[src/biou_pkg.sv]
`timescale 1ns / 1ps
`default_nettype none

package biou_pkg;

	// Coordinate and result formats.
	localparam int CoordBits = 16;
	localparam int FracBits  = 16;
	localparam int RatioBits = FracBits + 1;
	localparam logic [RatioBits-1:0] OneQ16 = RatioBits'(1) << FracBits;

	// Derived datapath widths.
	localparam int DiffBits  = CoordBits + 1;
	localparam int SideBits  = CoordBits;
	localparam int InterBits = 2 * SideBits;
	localparam int AreaBits  = 2 * DiffBits;
	localparam int UnionBits = AreaBits + 2;
	localparam int RemBits   = AreaBits;

	// Input word: one test box and one reference box.
	typedef struct packed {
		logic signed [CoordBits-1:0] test_x1;
		logic signed [CoordBits-1:0] test_y1;
		logic signed [CoordBits-1:0] test_x2;
		logic signed [CoordBits-1:0] test_y2;
		logic signed [CoordBits-1:0] ref_x1;
		logic signed [CoordBits-1:0] ref_y1;
		logic signed [CoordBits-1:0] ref_x2;
		logic signed [CoordBits-1:0] ref_y2;
	} biou_in_t;

	// Output word.
	typedef struct packed {
		logic [RatioBits-1:0] overlap_ratio;
		logic                 empty_union;
	} biou_out_t;

	// State carried through the divider stages.
	typedef struct packed {
		logic [RemBits-1:0]  rem;
		logic [RemBits-1:0]  dvs;
		logic [FracBits-1:0] quo;
		logic                empty;
		logic                sat;
	} biou_div_t;

endpackage

`default_nettype wire

[src/biou_div_step.sv]
`timescale 1ns / 1ps
`default_nettype none

module biou_div_step
	import biou_pkg::*;
(
	input  wire logic      clk,
	input  wire logic      arst_n,
	input  wire logic      en,
	input  wire logic      valid_in,
	input  wire biou_div_t div_in,
	output logic           valid,
	output biou_div_t      div_out
);

	// One restoring division step: one quotient bit per stage.
	logic [RemBits:0] shifted;
	logic [RemBits:0] dvs_ext;
	logic [RemBits:0] diff;
	logic             take;
	biou_div_t        nxt;

	always_comb begin
		shifted   = {div_in.rem, 1'b0};
		dvs_ext   = {1'b0, div_in.dvs};
		diff      = shifted - dvs_ext;
		take      = shifted >= dvs_ext;
		nxt       = div_in;
		nxt.rem   = take ? diff[RemBits-1:0] : shifted[RemBits-1:0];
		nxt.quo   = {div_in.quo[FracBits-2:0], take};
	end

	always_ff @(posedge clk) begin
		if (en && valid_in) begin
			div_out <= nxt;
		end
	end

	always_ff @(posedge clk or negedge arst_n) begin
		if (!arst_n) begin
			valid <= 1'b0;
		end else if (en) begin
			valid <= valid_in;
		end
	end

endmodule

`default_nettype wire

[config.mk]
export PLATFORM = sky130hd
export DESIGN_NAME = biou_div_step
export DESIGN_NICKNAME = d
export VERILOG_FILES = /design/src/biou_pkg.sv /design/src/biou_div_step.sv
export SDC_FILE = /design/constraint.sdc
export NUM_CORES = 1
export LEC_CHECK = 0
export BUFFER_PORTS_ARGS = -buffer_cell sky130_fd_sc_hd__buf_2
export CAP_MARGIN = 20
export CORE_ASPECT_RATIO = 0.8
export CORE_MARGIN = 2
export CORE_UTILIZATION = 40
export CTS_CLUSTER_DIAMETER = 120
export CTS_CLUSTER_SIZE = 16
export DETAILED_ROUTE_END_ITERATION = 16
export PLACE_DENSITY = 0.66
export SLEW_MARGIN = 5
export SYNTH_ARGS = -nofsm -noshare
export SYNTH_HDL_FRONTEND = slang
export SYNTH_SLANG_ARGS = --single-unit
[constraint.sdc]
create_clock -name clk -period 0.9 [get_ports clk]
set_input_delay 0.09 -clock clk [delete_from_list [all_inputs] [get_ports clk]]
set_output_delay 0.09 -clock clk [all_outputs]
set_load 0.005 [all_outputs]
# Word level (Yosys, flattened, before mapping)
# Index checks and enable logic that the tools add are counted.
# Widths: inputs -> output; s select.
[totals] ff_bits=87 output_inout_bits=87 input_bits=90
[classes] n_reduce_logical=1 add_sub_neg=1 n_lt_le_gt_ge=1 muxes=1
[ops] cell="$ge 35x34->1" n=1
[ops] cell="$mux 34" n=1
[ops] cell="$sub 34x34->34" n=1
[ops] cell="$logic_and 1x1->1" n=1

# Longest topological paths before layout
# Gate-level depths: netlist of run 1.
[depth] ltp_word=2 ltp_mapped=14

# Worst setup path before layout of run 1
# Ideal clock, no wire load.
[synth_path] kind="input -> register" start="in div_in[18] (netlist bit)" end="reg div_out[84] (netlist bit), data pin" t_arrival_ns=2.587 slack_ns=-1.947 setup_ns=0.260 stages=10 cell_sequence="inv_1 -> fa_1 -> a21o_1 -> a221oi_4 -> a211oi_2 -> a311o_2 -> a21oi_1 -> nor3_1 -> or3b_1 -> mux2_4"
[synth_rtl] element="from (decl)" line_no="biou_div_step.sv:11" rtl="input wire biou_div_t div_in,"
[synth_rtl] element="to (signal assigned)" line_no="biou_div_step.sv:35" rtl="div_out <= nxt;"
[synth_rtl] element="to (decl)" line_no="biou_div_step.sv:13" rtl="output biou_div_t div_out"

==> out/metrics.yaml, run 1 <==
leakage_nw: 3.998
maxSlewHeadroom: 0.7520
yosys-top-cells-area: "edfxtp_1 51%, ha_1 8.3%, mux2_2 4.6%, a21oi_1 3.1%, inv_1 2.9%"
r2r_start: "valid"
ir_drop_mv: 1.220
hold_violations: 0
cp-endpoint: "div_out[84]"
cp_top_family: "compound AO/OA/AOI/OAI gates"
die_w_microns: 130.4
grt-busiest-layer: "met2"
wl_per_cell_microns: 16.45
met3_usage: 0.06964
crit_type: "input port to flop"
die_h_microns: 105.1
synthesis.area_sq_um: 5110
hpwl_microns: 11160
htree_levels: 3
cp_slowest_stage_delay_ns: 0.39
cts_buffers: 9
ant_nets: 0
finalCritPeriodShare: 2.603
clock_sinks: 87
antenna_cells: 0
clk_pin_slew_ns: 0.06
tightest_slew_ns: 0.3668
total_power_mw: 13.38
ys_seq_area_frac: 0.5103
preCtsSetupSlack_ns: -1.938
synth.most_common_cell: "edfxtp_1"
antenna_found_initial: 0
ys_ff_latch: 87
async_reset_ff_frac: 0.01149
finalHoldWorstSlack_ns: 0.01346
finalClockSkew_ns: 0
drtIter0Drc: 222
synth-edff-count: 86
portBuffers: 175
hold_class: "input port to flop"
power.density_nw_per_um2: 1506
rsz0062_at_grt: "yes"
cts_root_buffer: "clkbuf_16"
totalWireLength_microns: 16040
use_met1: 0.2956
status: "complete, but fails checks"
arrival_ns: 2.45
critical_path.startpoint: "div_in[19]"
io_pins: 177
drt_pre_antenna_iters: 4
finish.net_count: 924
startpoint_type: "input port"
crit_required_ns: 1.00
yosysTopAreaCell: "edfxtp_1"
r2r_setup_slack_ns: 0.16
row_count: 36
synth_top_cell_area_share: 0.5054
rr_endpoint: "valid"
grt_start_max_net_pins: 39
gp_congestion: 0.8272
cts_buffer_depth: 2
ys_warn_count: 0
crit_slowest_cell: "fa_2"
setup_viol: 122
die_area_sq_um: 13700
cap_violations: 0
period_needed_ns: 2.342
area_delta_synth_final_pct: 73.82
syn-num-nets: 545
grt_pass1_wl_microns: 24650
remaining_drc_errors: 0
avgSynthCellArea_sq_um: 12.17
ys.flop_type: "edfxtp_1"
vias_per_cell: 4.962
path_buf_inv: 2
path_cells: "buf_8 > inv_6 > fa_2 > a21o_1 > a221oi_4 > a211oi_2 > a311o_2 > a21oi_2 > nor3_1 > or3b_1 > mux2_4"
initial_core_util: 0.4140
grtUsageTotal: 0.2306
setup_ws_ns: -1.442
grt-ovfl-total: 0
use_met2: 0.3841
drive_gt1_frac: 0.5784
insertion_delay_ns: 0.35
reg2regPathDepth: 1
grt_pass1_vias: 4956
cts_tree: "built"
critPathMaxFanout: 4
max_freq_ghz: 0.4269
vias: 4838
drv_slew: 0
violations: "setup timing"
final_core_util: 0.7197
syn-instance-count: 420
yosys-top-cells-count: "86 x edfxtp_1, 40 x inv_1, 34 x ha_1"
critical_path_depth: 11
end_kind: "flop"
hold_depth: 2
core_area_sq_um: 12340
synth_cell_types: 68
## per-layer routing
metal / part of all wire / vias up
met5: 0 / -
met4: 0.012 / 0
met3: 0.067 / 19
met2: 0.48 / 167
met1: 0.44 / 2301
li1: - / 2351
## what timing repair did
item,CTS,global route
endpoints found under the setup margin,122,122
hold endpoints to repair,51,0
hold buffers,51,0
cloned,1,0
setup buffers,15,6
resized for setup,69,58
pin swaps,18,24
## metrics by stage
stage / TNS (ns) / area (sq um) / std cells
finish: -50.80 / 8882 / 975
global route: -57.76 / 8882 / 975
CTS: -51.78 / 8598 / 969
detailed placement: -67.69 / 7307 / 886
global placement: -64.92 / 7307 / 886
floorplan: -76.61 / 5250 / 420
## state kept, by name, summed over array words and instances (netlist names)
| register | flops |
|---|---|
| valid | 1 |
| div_out | 86 |
## placed cells by master, fill, tap and decap left out, types with 9 or more instances in the layout
cell,instances
buf_6,18
inv_2,10
xor2_1,12
o21ai_0,12
buf_4,142
nand2_1,14
nor2_1,11
dlygate4sd3_1,51
inv_1,26
edfxtp_1,86
mux2_4,29
ha_1,11
ha_4,23
a21oi_2,10
nand4_1,10
xnor2_1,14
buf_2,161
a21oi_1,22
a21o_1,17
clkbuf_16,9
## report_power, final
| group | total, mW | internal, mW | switching, mW | leakage (nW) |
|---|---|---|---|---|
| sequential | 4.98 | 4.90 | 0.0854 | 0.819 |
| clock | 3.96 | 2.22 | 1.74 | 0.151 |
| combinational | 4.44 | 2.55 | 1.89 | 3.03 |
## area by class of cell
cell class | instances | area (sq um)
repair buffers | 381 | 2763
inverters | 41 | 171.4
fillers | 869 | 3460
well taps | 171 | 214.0
clock buffers | 9 | 225.2
clock inverters | 7 | 86.33
flip-flops and latches | 87 | 2608
multi-input cells | 279 | 2815
## worst min path at each step
stage | from | end | slack (ns)
detailed placement | arst_n | valid | -0.13
global route | div_in[45] | div_out[45] | 0.008
global placement | arst_n | valid | -0.13
floorplan | arst_n | valid | -0.21
finish | div_in[45] | div_out[45] | 0.01
CTS | div_in[45] | div_out[45] | 0.002
## logic make-up (layout without fill, tap and decap cells)
group	Yosys count	after routing	share of synthesized area
AO/OA/AOI/OAI	110	110	0.1528
flip-flops	87	87	0.5103
AND/OR/NAND/NOR	76	76	0.08349
buffers and inverters	54	438	0.04530
adder cells (fa/ha/maj)	35	35	0.08717
multiplexers	31	31	0.07468
XOR/XNOR	27	27	0.04628
Note: power is estimated with default switching activity, not from simulation.
==> run 2: changes to the inputs <==
--- a/config.mk
+++ b/config.mk
@@ -14,6 +14,7 @@
 export CTS_CLUSTER_SIZE = 16
 export DETAILED_ROUTE_END_ITERATION = 16
 export PLACE_DENSITY = 0.66
+export RECOVER_POWER = 50
 export SLEW_MARGIN = 5
 export SYNTH_ARGS = -nofsm -noshare
 export SYNTH_HDL_FRONTEND = slang
==> out/metrics.yaml, run 2 (synthesized netlist as in run 1, its figures left out) <==
violations: "setup timing"  # unchanged
htree_levels: 3  # unchanged
layout.cells.non_filler: 975  # unchanged
die_area_sq_um: 13700  # unchanged
initial_core_util: 0.4140  # unchanged
remaining_drc_errors: 0  # unchanged
row_count: 36  # unchanged
antenna_cells: 0  # unchanged
drtIter0Drc: 222  # unchanged
hpwl_microns: 11160  # unchanged
drv_slew: 0  # unchanged
die_w_microns: 130.4  # unchanged
crit_required_ns: 1.00  # about the same
tns_ns: -50.84  # was -50.80 ns
finalHoldWorstSlack_ns: 0.03181  # was 0.01346 ns
area_delta_synth_final_pct: 73.24  # was 73.82%
setup_viol: 122  # unchanged
r2r_start: "valid"  # unchanged
largest-register: "div_out"  # unchanged
layout_commonest_cell: "buf_2"  # unchanged
share_comb_of_total_power: 0.331  # was 0.332
clock_sinks: 87  # unchanged
postPlaceCellArea_sq_um: 7307  # unchanged
finalClockSkew_ns: 0  # unchanged
reg_top3: "div_out x86, valid x1"  # unchanged
cts_root_buffer: "clkbuf_16"  # unchanged
hold_depth: 2  # unchanged
tightest_slew_ns: 0.3639  # was 0.3668 ns
drt_pre_antenna_iters: 5  # was 4
grt_start_max_net_pins: 39  # unchanged
grt-ovfl-total: 0  # unchanged
die_h_microns: 105.1  # unchanged
grt_pass1_wl_microns: 24650  # unchanged
core_area_sq_um: 12340  # unchanged
reg2regPathDepth: 1  # unchanged
rsz0062_at_grt: "yes"  # unchanged
hold_violations: 0  # unchanged
ir_drop_mv: 1.219  # was 1.220 mV
ant_nets: 0  # unchanged
finish.net_count: 924  # unchanged
intPower_mw: 9.649  # was 9.665 mW
insertion_delay_ns: 0.35  # about the same
preCtsSetupSlack_ns: -1.938  # unchanged
end_kind: "flop"  # unchanged
io_pins: 177  # unchanged
vias: 4851  # was 4838
startpoint_type: "input port"  # unchanged
swShare: 0.2776  # was 0.2775
clk_pin_slew_ns: 0.07  # was 0.06 ns
cts_buffers: 9  # unchanged
vias_per_cell: 4.975  # was 4.962
min_to: "div_out[45]"  # unchanged
drive_gt1_frac: 0.5746  # was 0.5784
pwr-share-seq: 0.373  # was 0.372
arrival_ns: 2.45  # about the same
crit_type: "input port to flop"  # unchanged
final_cell_mix: "161 x buf_2, 138 x buf_4, 86 x edfxtp_1"  # was 161 x buf_2, 142 x buf_4, 86 x edfxtp_1
max_freq_ghz: 0.4271  # was 0.4269 GHz
finalCritPeriodShare: 2.601  # was 2.603
hold_class: "input port to flop"  # unchanged
rr_endpoint: "valid"  # unchanged
largest_register_ffs: 86  # unchanged
switching_power_mw: 3.707  # was 3.713 mW
grt_pass1_vias: 4956  # unchanged
r2r_setup_slack_ns: 0.16  # about the same
totalWireLength_microns: 16010  # was 16040 microns
grtUsageTotal: 0.2306  # unchanged
cap_violations: 0  # unchanged
critPathMaxFanout: 4  # unchanged
period_needed_ns: 2.341  # was 2.342 ns
cts_buffer_depth: 2  # unchanged
design_area_sq_um: 8852  # was 8882 sq um
power_frac_clock: 0.296  # about the same
wl_per_cell_microns: 16.42  # was 16.45 microns
cts_tree: "built"  # unchanged
maxSlewHeadroom: 0.7540  # was 0.7520
dp.cells: 886  # unchanged
antenna_found_initial: 0  # unchanged
leakage_nw: 3.981  # was 3.998 nW
setup_ws_ns: -1.441  # was -1.442 ns
status: "complete, but fails checks"  # unchanged
power.density_nw_per_um2: 1509  # was 1506 nW/um^2
portBuffers: 175  # unchanged
min-delay-start: "div_in[45]"  # unchanged
gp_congestion: 0.8272  # unchanged
[run 2: layout make-up]
class                      count  area, sq um
clock buffer                   9        225.2
sequential                    87         2608
clock inverter                 7        86.33
tap                          171        214.0
fill                         874         3490
timing repair buffer         381         2735
multi-input combinational    279         2813
inverter                      41        171.4
[run 2: repair_timing]
action,in CTS,in global routing
pin swaps,18,24
gates resized for setup,69,58
cloned,1,0
hold endpoints to repair,51,0
setup buffers,15,6
endpoints found under the setup margin,122,122
hold buffers,51,0
[run 2: worst max-delay path, cell delays in order]
cell and delay [ns]:
buf_8 0.09, inv_6 0.04, fa_2 0.39, a21o_1 0.20, a221oi_4 0.28, a211oi_2 0.13, a311o_2 0.39, a21oi_2 0.18
nor3_1 0.06, or3b_1 0.34, mux2_4 0.25
[run 2: worst max-delay path by stage]
stage | to | from | slack, ns
2_1_floorplan | div_out[76] | div_in[47] | -1.70
3_3_place_gp | div_out[78] | div_in[19] | -1.89
3_5_place_dp | div_out[69] | div_in[26] | -1.94
4_1_cts | div_out[84] | div_in[19] | -1.53
5_1_grt | div_out[62] | div_in[50] | -1.53
6_report | div_out[84] | div_in[19] | -1.44
[run 2: power by group through the flow]
stage               logic, mW  clock network [mW]  registers, mW
floorplan                1.77                   0           5.12
global placement         3.41                   0           5.06
detailed placement       3.50                   0           5.07
CTS                      4.15                4.07           4.98
global route             4.76                4.21           5.01
finish                   4.42                3.96           4.98
[run 2: per-stage QoR]
step,util,total power [mW]
detailed placement,0.5921,8.568
global placement,0.5921,8.479
global route,0.7173,13.98
floorplan,-,6.885
CTS,0.6967,13.20
finish,0.7173,13.36
[run 2: metal layers]
| layer | routed length [microns] | global-route usage | up-vias |
|---|---|---|---|
| met4 | 213 | 0.05091 | 0 |
| li1 | - | - | 2353 |
| met2 | 7706 | 0.3841 | 175 |
| met3 | 1106 | 0.06964 | 21 |
| met1 | 6986 | 0.2956 | 2302 |
| met5 | 0 | 0 | - |
