===== src/biou_pkg.sv =====
`timescale 1ns / 1ps
`default_nettype none

package biou_pkg;

	// Coordinate and result formats.
	localparam int CoordBits = 16;
	localparam int FracBits  = 16;
	localparam int RatioBits = FracBits + 1;
	localparam logic [RatioBits-1:0] OneQ16 = RatioBits'(1) << FracBits;

	// Derived datapath widths.
	localparam int DiffBits  = CoordBits + 1;
	localparam int SideBits  = CoordBits;
	localparam int InterBits = 2 * SideBits;
	localparam int AreaBits  = 2 * DiffBits;
	localparam int UnionBits = AreaBits + 2;
	localparam int RemBits   = AreaBits;

	// Input word: one test box and one reference box.
	typedef struct packed {
		logic signed [CoordBits-1:0] test_x1;
		logic signed [CoordBits-1:0] test_y1;
		logic signed [CoordBits-1:0] test_x2;
		logic signed [CoordBits-1:0] test_y2;
		logic signed [CoordBits-1:0] ref_x1;
		logic signed [CoordBits-1:0] ref_y1;
		logic signed [CoordBits-1:0] ref_x2;
		logic signed [CoordBits-1:0] ref_y2;
	} biou_in_t;

	// Output word.
	typedef struct packed {
		logic [RatioBits-1:0] overlap_ratio;
		logic                 empty_union;
	} biou_out_t;

	// State carried through the divider stages.
	typedef struct packed {
		logic [RemBits-1:0]  rem;
		logic [RemBits-1:0]  dvs;
		logic [FracBits-1:0] quo;
		logic                empty;
		logic                sat;
	} biou_div_t;

endpackage

`default_nettype wire


===== src/biou_geom.sv =====
`timescale 1ns / 1ps
`default_nettype none

module biou_geom
	import biou_pkg::*;
(
	input  wire logic      clk,
	input  wire logic      arst_n,
	input  wire logic      valid_in,
	input  wire biou_in_t  box,
	input  wire logic [2:0] en,
	output logic [2:0]     valid,
	output biou_div_t      div_out
);

	// Stage 1: overlap extents and box sides.
	logic signed [CoordBits-1:0] ix1, ix2, iy1, iy2;
	logic signed [DiffBits-1:0]  w_raw, h_raw;
	logic [SideBits-1:0]         w_s1, h_s1;
	logic signed [DiffBits-1:0]  tdx_s1, tdy_s1, rdx_s1, rdy_s1;

	always_comb begin
		ix1 = (box.test_x1 > box.ref_x1) ? box.test_x1 : box.ref_x1;
		iy1 = (box.test_y1 > box.ref_y1) ? box.test_y1 : box.ref_y1;
		ix2 = (box.test_x2 < box.ref_x2) ? box.test_x2 : box.ref_x2;
		iy2 = (box.test_y2 < box.ref_y2) ? box.test_y2 : box.ref_y2;
		w_raw = DiffBits'(ix2) - DiffBits'(ix1);
		h_raw = DiffBits'(iy2) - DiffBits'(iy1);
	end

	always_ff @(posedge clk) begin
		if (en[0] && valid_in) begin
			w_s1   <= w_raw[DiffBits-1] ? '0 : w_raw[SideBits-1:0];
			h_s1   <= h_raw[DiffBits-1] ? '0 : h_raw[SideBits-1:0];
			tdx_s1 <= DiffBits'(box.test_x2) - DiffBits'(box.test_x1);
			tdy_s1 <= DiffBits'(box.test_y2) - DiffBits'(box.test_y1);
			rdx_s1 <= DiffBits'(box.ref_x2) - DiffBits'(box.ref_x1);
			rdy_s1 <= DiffBits'(box.ref_y2) - DiffBits'(box.ref_y1);
		end
	end

	// Stage 2: intersection area and the two signed box areas.
	logic [InterBits-1:0]       inter_s2;
	logic signed [AreaBits-1:0] at_s2, ar_s2;

	always_ff @(posedge clk) begin
		if (en[1] && valid[0]) begin
			inter_s2 <= InterBits'(w_s1) * InterBits'(h_s1);
			at_s2    <= AreaBits'(tdx_s1) * AreaBits'(tdy_s1);
			ar_s2    <= AreaBits'(rdx_s1) * AreaBits'(rdy_s1);
		end
	end

	// Stage 3: union, empty and saturation flags, divider setup.
	logic signed [UnionBits-1:0] uni;
	logic [UnionBits-1:0]        inter_ext;
	biou_div_t                   div_s3;

	always_comb begin
		inter_ext = UnionBits'(inter_s2);
		uni = UnionBits'(at_s2) + UnionBits'(ar_s2) - $signed(inter_ext);
	end

	always_ff @(posedge clk) begin
		if (en[2] && valid[1]) begin
			div_s3.rem   <= RemBits'(inter_s2);
			div_s3.dvs   <= uni[RemBits-1:0];
			div_s3.quo   <= '0;
			div_s3.empty <= uni[UnionBits-1] || (uni == '0);
			div_s3.sat   <= inter_ext >= $unsigned(uni);
		end
	end

	assign div_out = div_s3;

	// Valid bits travel with the data.
	always_ff @(posedge clk or negedge arst_n) begin
		if (!arst_n) begin
			valid <= '0;
		end else begin
			if (en[0]) valid[0] <= valid_in;
			if (en[1]) valid[1] <= valid[0];
			if (en[2]) valid[2] <= valid[1];
		end
	end

endmodule

`default_nettype wire


===== config.mk =====
export PLATFORM = sky130hd
export DESIGN_NAME = biou_geom
export DESIGN_NICKNAME = d
export VERILOG_FILES = /design/src/biou_pkg.sv /design/src/biou_geom.sv
export SDC_FILE = /design/constraint.sdc
export NUM_CORES = 2
export LEC_CHECK = 0
export ABC_AREA = 0
export BUFFER_PORTS_ARGS = -buffer_cell sky130_fd_sc_hd__buf_2
export CORE_MARGIN = 1.5
export CORE_UTILIZATION = 60
export DETAILED_ROUTE_END_ITERATION = 6
export PLACE_DENSITY_LB_ADDON = 0.08
export SYNTH_ARGS = -nofsm -noshare
export SYNTH_HDL_FRONTEND = slang
export SYNTH_SLANG_ARGS = --single-unit

===== constraint.sdc =====
create_clock -name clk -period 7.8 [get_ports clk]
set_clock_uncertainty 0.15 [all_clocks]
set_input_delay 1.56 -clock clk [delete_from_list [all_inputs] [get_ports clk]]
set_output_delay 1.56 -clock clk [all_outputs]
set_load 0.02 [all_outputs]

; After elaboration in Yosys (flattened, before gate mapping)
; Cells that the tools add are included.
[totals]
reg_bits = 271
output_inout_bits = 89
word_cells = 41
[classes]
n_addsub = 8
mul = 3
order_cmp = 5
muxes = 4
reduce_logical = 5
[ops]
columns = cell, n
row1 = 16-bit by 16-bit subtractor with 17-bit output, 6
row2 = 17-bit by 17-bit multiplier with 34-bit output, 2
row3 = 16-bit 2-to-1 mux, 4
row4 = 32-bit by 36-bit >= comparator with 1-bit output, 1
row5 = 36-bit logical NOT, 1
row6 = 35-bit by 33-bit subtractor with 36-bit output, 1
row7 = 34-bit by 34-bit adder with 35-bit output, 1
row8 = 16-bit greater-than comparator, 2
row9 = 16-bit less-than comparator, 2
row10 = 16-bit by 16-bit multiplier with 32-bit output, 1
row11 = 1-bit logical AND, 3
row12 = 1-bit logical OR, 1

; Depth between registers and ports, before layout
[depth]
depth_word = 4
depth_mapped = 26
ltp_nobuf = 24

; Least setup slack after synthesis
; Ideal clock, no wire load.
[synth_timing]
path_type = input to register
start = input box[17] (netlist bit)
end = register w_s1[14] (data pin)
setup_ns = 0.268
arrival_time_ns = 6.462
required_time_ns = 7.382
setup_slack_ns = 0.920
cell_stages = 25
path_cell_list = inv_1 -> ha_1 -> a21o_1 -> a21o_1 -> a21o_1 -> a21o_1 -> a21oi_1 -> o21ai_0 -> a221o_1 -> a21oi_1 -> buf_2 -> mux2i_1 -> ha_1 -> fa_1 -> nor2b_1 -> o21ai_0 -> a21boi_0 -> o21ai_0 -> a211o_1 -> a21boi_0 -> o21a_1 -> o311a_1 -> a21oi_1 -> clkbuf_1 -> nor3_1
[synth_via]
elab_chain_len = 3
[synth_lines]
columns = item, line
row1 = "start, declared", biou_geom.sv:10  ; input wire biou_in_t box,
row2 = 16-bit less-than comparator, biou_geom.sv:25  ; ix2 = (box.test_x2 < box.ref_x2) ? box.test_x2 : box.ref_x2;
row3 = 16-bit 2-to-1 mux *, biou_geom.sv:25
row4 = 16-bit by 16-bit subtractor with 17-bit output *, biou_geom.sv:27  ; w_raw = DiffBits'(ix2) - DiffBits'(ix1);
row5 = "end signal, assigned", biou_geom.sv:33  ; w_s1 <= w_raw[DiffBits-1] ? '0 : w_raw[SideBits-1:0];
row6 = "end, declared", biou_geom.sv:19  ; logic [SideBits-1:0] w_s1, h_s1;
; Mark *: on every way between the ends. The rest lies on a longest branch, timed or not.
; A chain may end at the register's enable or synchronous reset.

; Worst setup path after layout
[layout_timing]
start = register rdx_s1[6]
end = register ar_s2[23] (data pin)
[layout_via]
elab_chain_len = 1
[layout_lines]
columns = item, line
row1 = "start, declared", biou_geom.sv:20  ; logic signed [DiffBits-1:0] tdx_s1, tdy_s1, rdx_s1, rdy_s1;
row2 = "start signal, assigned", biou_geom.sv:37  ; rdx_s1 <= DiffBits'(box.ref_x2) - DiffBits'(box.ref_x1);
row3 = 17-bit by 17-bit multiplier with 34-bit output, biou_geom.sv:50  ; ar_s2 <= AreaBits'(rdx_s1) * AreaBits'(rdy_s1);
row4 = "end signal, assigned", biou_geom.sv:50
row5 = "end, declared", biou_geom.sv:44  ; logic signed [AreaBits-1:0] at_s2, ar_s2;
; Every way passes these cells.

==> summary by stage <==
Outcome
The run finished, with violations left. The checks that failed: design-rule violations.

Timing
The actual slew at the worst max-slew pin is 1.06 ns. The post-route worst hold slack is 0.350 ns. Setup repair after global routing left no endpoint under its margin. The final setup violation count is 0. The number of hold violations in the final report is 0.

After layout, the minimum clock period comes to roughly 7.1 ns. The count of pins over their slew limit is 0. The worst pin sits at a relative slew slack of 28.7%. The worst path uses 91.5% of the clock period. Summed over all failing endpoints, the final setup total negative slack is 0 ns. Based on the critical path, the design can be clocked at up to 140 MHz.

Yosys
The simple-gate share of the synthesized area is 14.4%. Yosys mapped a number of flops with a built-in enable equal to 268. After technology mapping, the gate count stands at 5118. For this run, asynchronously set or reset flops after synthesis account for 1.11%.

The average cell area after synthesis is around 9.6 sq um. For this run, the register share of the synthesized area comes to about 17%. The synthesized netlist devotes 7.89% of its cell area to compound gates. The synthesized design contains 271 register bits. The cell area after synthesis is 0.0490 sq mm.

In the synthesized netlist, mux cells make up under 10% of the area. The leading register cell type out of synthesis is sky130_fd_sc_hd__edfxtp_1. The number of distinct standard cells referenced by the synthesized netlist is 78. Summing the areas of all fa, ha and maj instances in the mapped netlist gives 46.5% of the synthesized area. The post-synthesis share of cell area spent on xor and xnor gates is 2.97%. The total of warnings raised by yosys is 0. After synthesis, the largest family of logic cells by area is adder cells.

Clocking
In this run, CTS created clock tree buffers numbering 36. The clock latency at the later pin of the worst-skew pair is 0.58 ns. The tree is rooted in a sky130_fd_sc_hd__clkbuf_16. The number of H-tree levels is 2. The CTS tree is done. Hold repair after CTS inserted 0 buffers. Gates resized during post-CTS repair numbered 0. The clock-pin slew on the worst setup and hold paths is ~0.070 ns. Post-CTS timing repair inserted 0 buffers for setup. The maximum number of buffers from clock root to sink is 3. The TritonCTS sink count is roughly 270.

Worst setup path
The setup slack of the worst register-to-register path is between 0.6 and 0.7 ns. The endpoint identified for the worst register-to-register timing path is ar_s2[23]. Data on the critical path arrives at its endpoint at 7.32 ns.

The kind of capture point of the worst setup path is a flop. The worst setup path is launched from a flop. In this run the worst path has a maximum fanout of 17. The origin of the critical flop-to-flop path is rdx_s1[6]. For the worst setup path, the data required time is 7.98 ns. The start-to-end type of the worst setup path is flop to flop. For the worst flop-to-flop path, the logic depth is 24.

Worst hold path
The worst hold path terminates at div_out[52]. The cell depth of the worst hold path is 0. The startpoint identified for the worst hold timing path is inter_s2[0].

The path type of the worst min-delay path is flop to flop.

Drt
In the routed design, unresolved DRC markers number 8. The residual antenna-violating net count after detailed routing is 0. After detailed routing, the average wire length per cell comes to 19.6 um. The total wire length is 125000 um. After the first detailed-routing iteration, the DRC count stood at 2400.

The via count normalized by instance count is 5.59. The first-pass detailed-route iteration total is 7. The total via count in the routed design is 35600.

Floorplan
After floorplanning, the core was sized to cover about 0.081 sq mm. Once the floorplan was initialized, standard cells occupied between 60% and 70% of the core. The initialized floorplan defines 104 standard-cell rows.

For this design the top-level I/O count stands at 223. The die covers 0.0833 sq mm. The die is 289 um tall. The die width is 289 um.

Global route
The number of antenna violations at the first check in global routing is 4. The largest net degree at the start of global routing is 67. The first global-routing pass estimated 202000 um of wire.

Across every metal layer, demand over resource in global routing totals 31.5%. The number of global-route vias before repair is 37300. After global routing the overflow that remains totals 0.

Cells and area
The total number of nets in the final design is 6740. The area growth from synthesis to layout is 6.99%. The share of final-layout standard cells stronger than drive strength 1 is under 10%.

Placement
The final weighted congestion in routability-driven placement is 0.961. Detailed placement ended at an HPWL of 105000 um. Input and output buffers added on the ports amount to 204.

Flow run
Max-cap violations in this run came to 0.
==> cell type report <==
cell class	count	area (sq um)
clock inverter	27	360
multi-input combinational	3579	36000
sequential	271	8120
clock buffer	38	908
fill	6796	28300
antenna	2	5.00
tap	1060	1330
inverter	1145	4300
timing repair buffer	247	1340
==> routing by layer <==
metal | vias up | share of wire, % | GRT usage, % | wire (um)
li1 | 16400 | - | - | -
met5 | - | 0 | 0 | 0
met1 | 17800 | 43 | 42.5 | 53200
met4 | 0 | 4.8 | 13.4 | 6030
met2 | 1191 | 46 | 51.5 | 57900
met3 | 218 | 6.2 | 4.15 | 7770
==> cells in the final DEF, fill, tap and decap left out, drive strengths merged, types with 18 or more instances in the layout <==
master,count
edfxtp,268
nand3,38
a21boi,29
mux2,34
ha,502
conb,18
clkbuf,38
nor3,71
xor2,41
o21ai,126
a21o,86
buf,247
o21a,31
mux2i,40
nor2,194
nand2b,41
o211ai,19
nor2b,43
fa,824
nand2,484
nand4,20
xnor2,125
inv,1152
a211oi,27
and3,33
and2,427
a21oi,151
==> sequential cells by signal, indices dropped and copies added, names as in the netlist, 17 cells and up <==
register	cells
div_out	68
at_s2	34
ar_s2	34
rdx_s1	17
tdy_s1	17
inter_s2	32
rdy_s1	17
tdx_s1	17
==> stage by stage <==
stage | setup WS [ns] | util, % | cell area (sq um) | std cells
6_report | 0.661 | 64.9 | 52400 | 6369
3_3_place_gp | 0.749 | 63.3 | 51100 | 6302
5_1_grt | 0.298 | 64.9 | 52400 | 6369
4_1_cts | 0.634 | 64.9 | 52400 | 6367
3_5_place_dp | 0.641 | 63.3 | 51100 | 6302
2_1_floorplan | 0.920 | - | 49000 | 5135
==> synth_stat cells, drive strengths merged (27+ instances only) <==
cell type	instances	area, sq um
xnor2	125	1090
a21oi	151	759
nand3	38	190
o21a	31	233
and2	427	2670
a211oi	27	213
ha	502	6280
xor2	41	359
nor3	71	355
clkbuf	118	443
fa	824	16500
edfxtp	268	8050
mux2	34	383
nor2b	43	269
nand2b	41	257
o21ai	126	634
and3	33	206
a21o	86	647
inv	1145	4300
nand2	484	1820
mux2i	40	400
nor2	194	728
a21boi	29	218
==> how the worst max path moves through the flow <==
stage,start,depth (start not counted),to,slack (ns)
after floorplan,box[17],25,w_s1[14],0.92
after global placement,rdx_s1[6],24,ar_s2[23],0.75
after detailed placement,box[1],24,h_s1[3],0.64
after CTS,rdx_s1[6],24,ar_s2[23],0.63
after global routing,rdx_s1[5],24,ar_s2[23],0.30
final,rdx_s1[6],24,ar_s2[23],0.66
==> kinds of logic after synthesis <==
family,Yosys count
simple gates,1410
fa+ha+maj,1326
buf+inv,1285
compound gates,585
flops,271
xor+xnor,166
mux,74
other cells,1
==> critical path, cell delays in order (launching register included) <==
cell and delay [ns]:
sky130_fd_sc_hd__edfxtp_1 0.79, sky130_fd_sc_hd__nand2_1 0.16, sky130_fd_sc_hd__fa_1 0.56, sky130_fd_sc_hd__inv_1 0.07, sky130_fd_sc_hd__fa_1 0.51, sky130_fd_sc_hd__inv_1 0.06, sky130_fd_sc_hd__fa_1 0.53, sky130_fd_sc_hd__inv_1 0.05
sky130_fd_sc_hd__fa_1 0.48, sky130_fd_sc_hd__fa_1 0.49, sky130_fd_sc_hd__inv_1 0.05, sky130_fd_sc_hd__fa_1 0.47, sky130_fd_sc_hd__inv_1 0.04, sky130_fd_sc_hd__ha_1 0.31, sky130_fd_sc_hd__and3_1 0.21, sky130_fd_sc_hd__a221oi_1 0.32
sky130_fd_sc_hd__o21ai_0 0.13, sky130_fd_sc_hd__a2111oi_0 0.49, sky130_fd_sc_hd__buf_4 0.22, sky130_fd_sc_hd__nor2_1 0.06, sky130_fd_sc_hd__o21ai_0 0.17, sky130_fd_sc_hd__nand2_1 0.10, sky130_fd_sc_hd__a21o_1 0.18, sky130_fd_sc_hd__a21o_1 0.17
sky130_fd_sc_hd__xor2_1 0.13
Power is not shown: default switching activity piles up to over one toggle a cycle in this logic, so the estimate is an artifact.
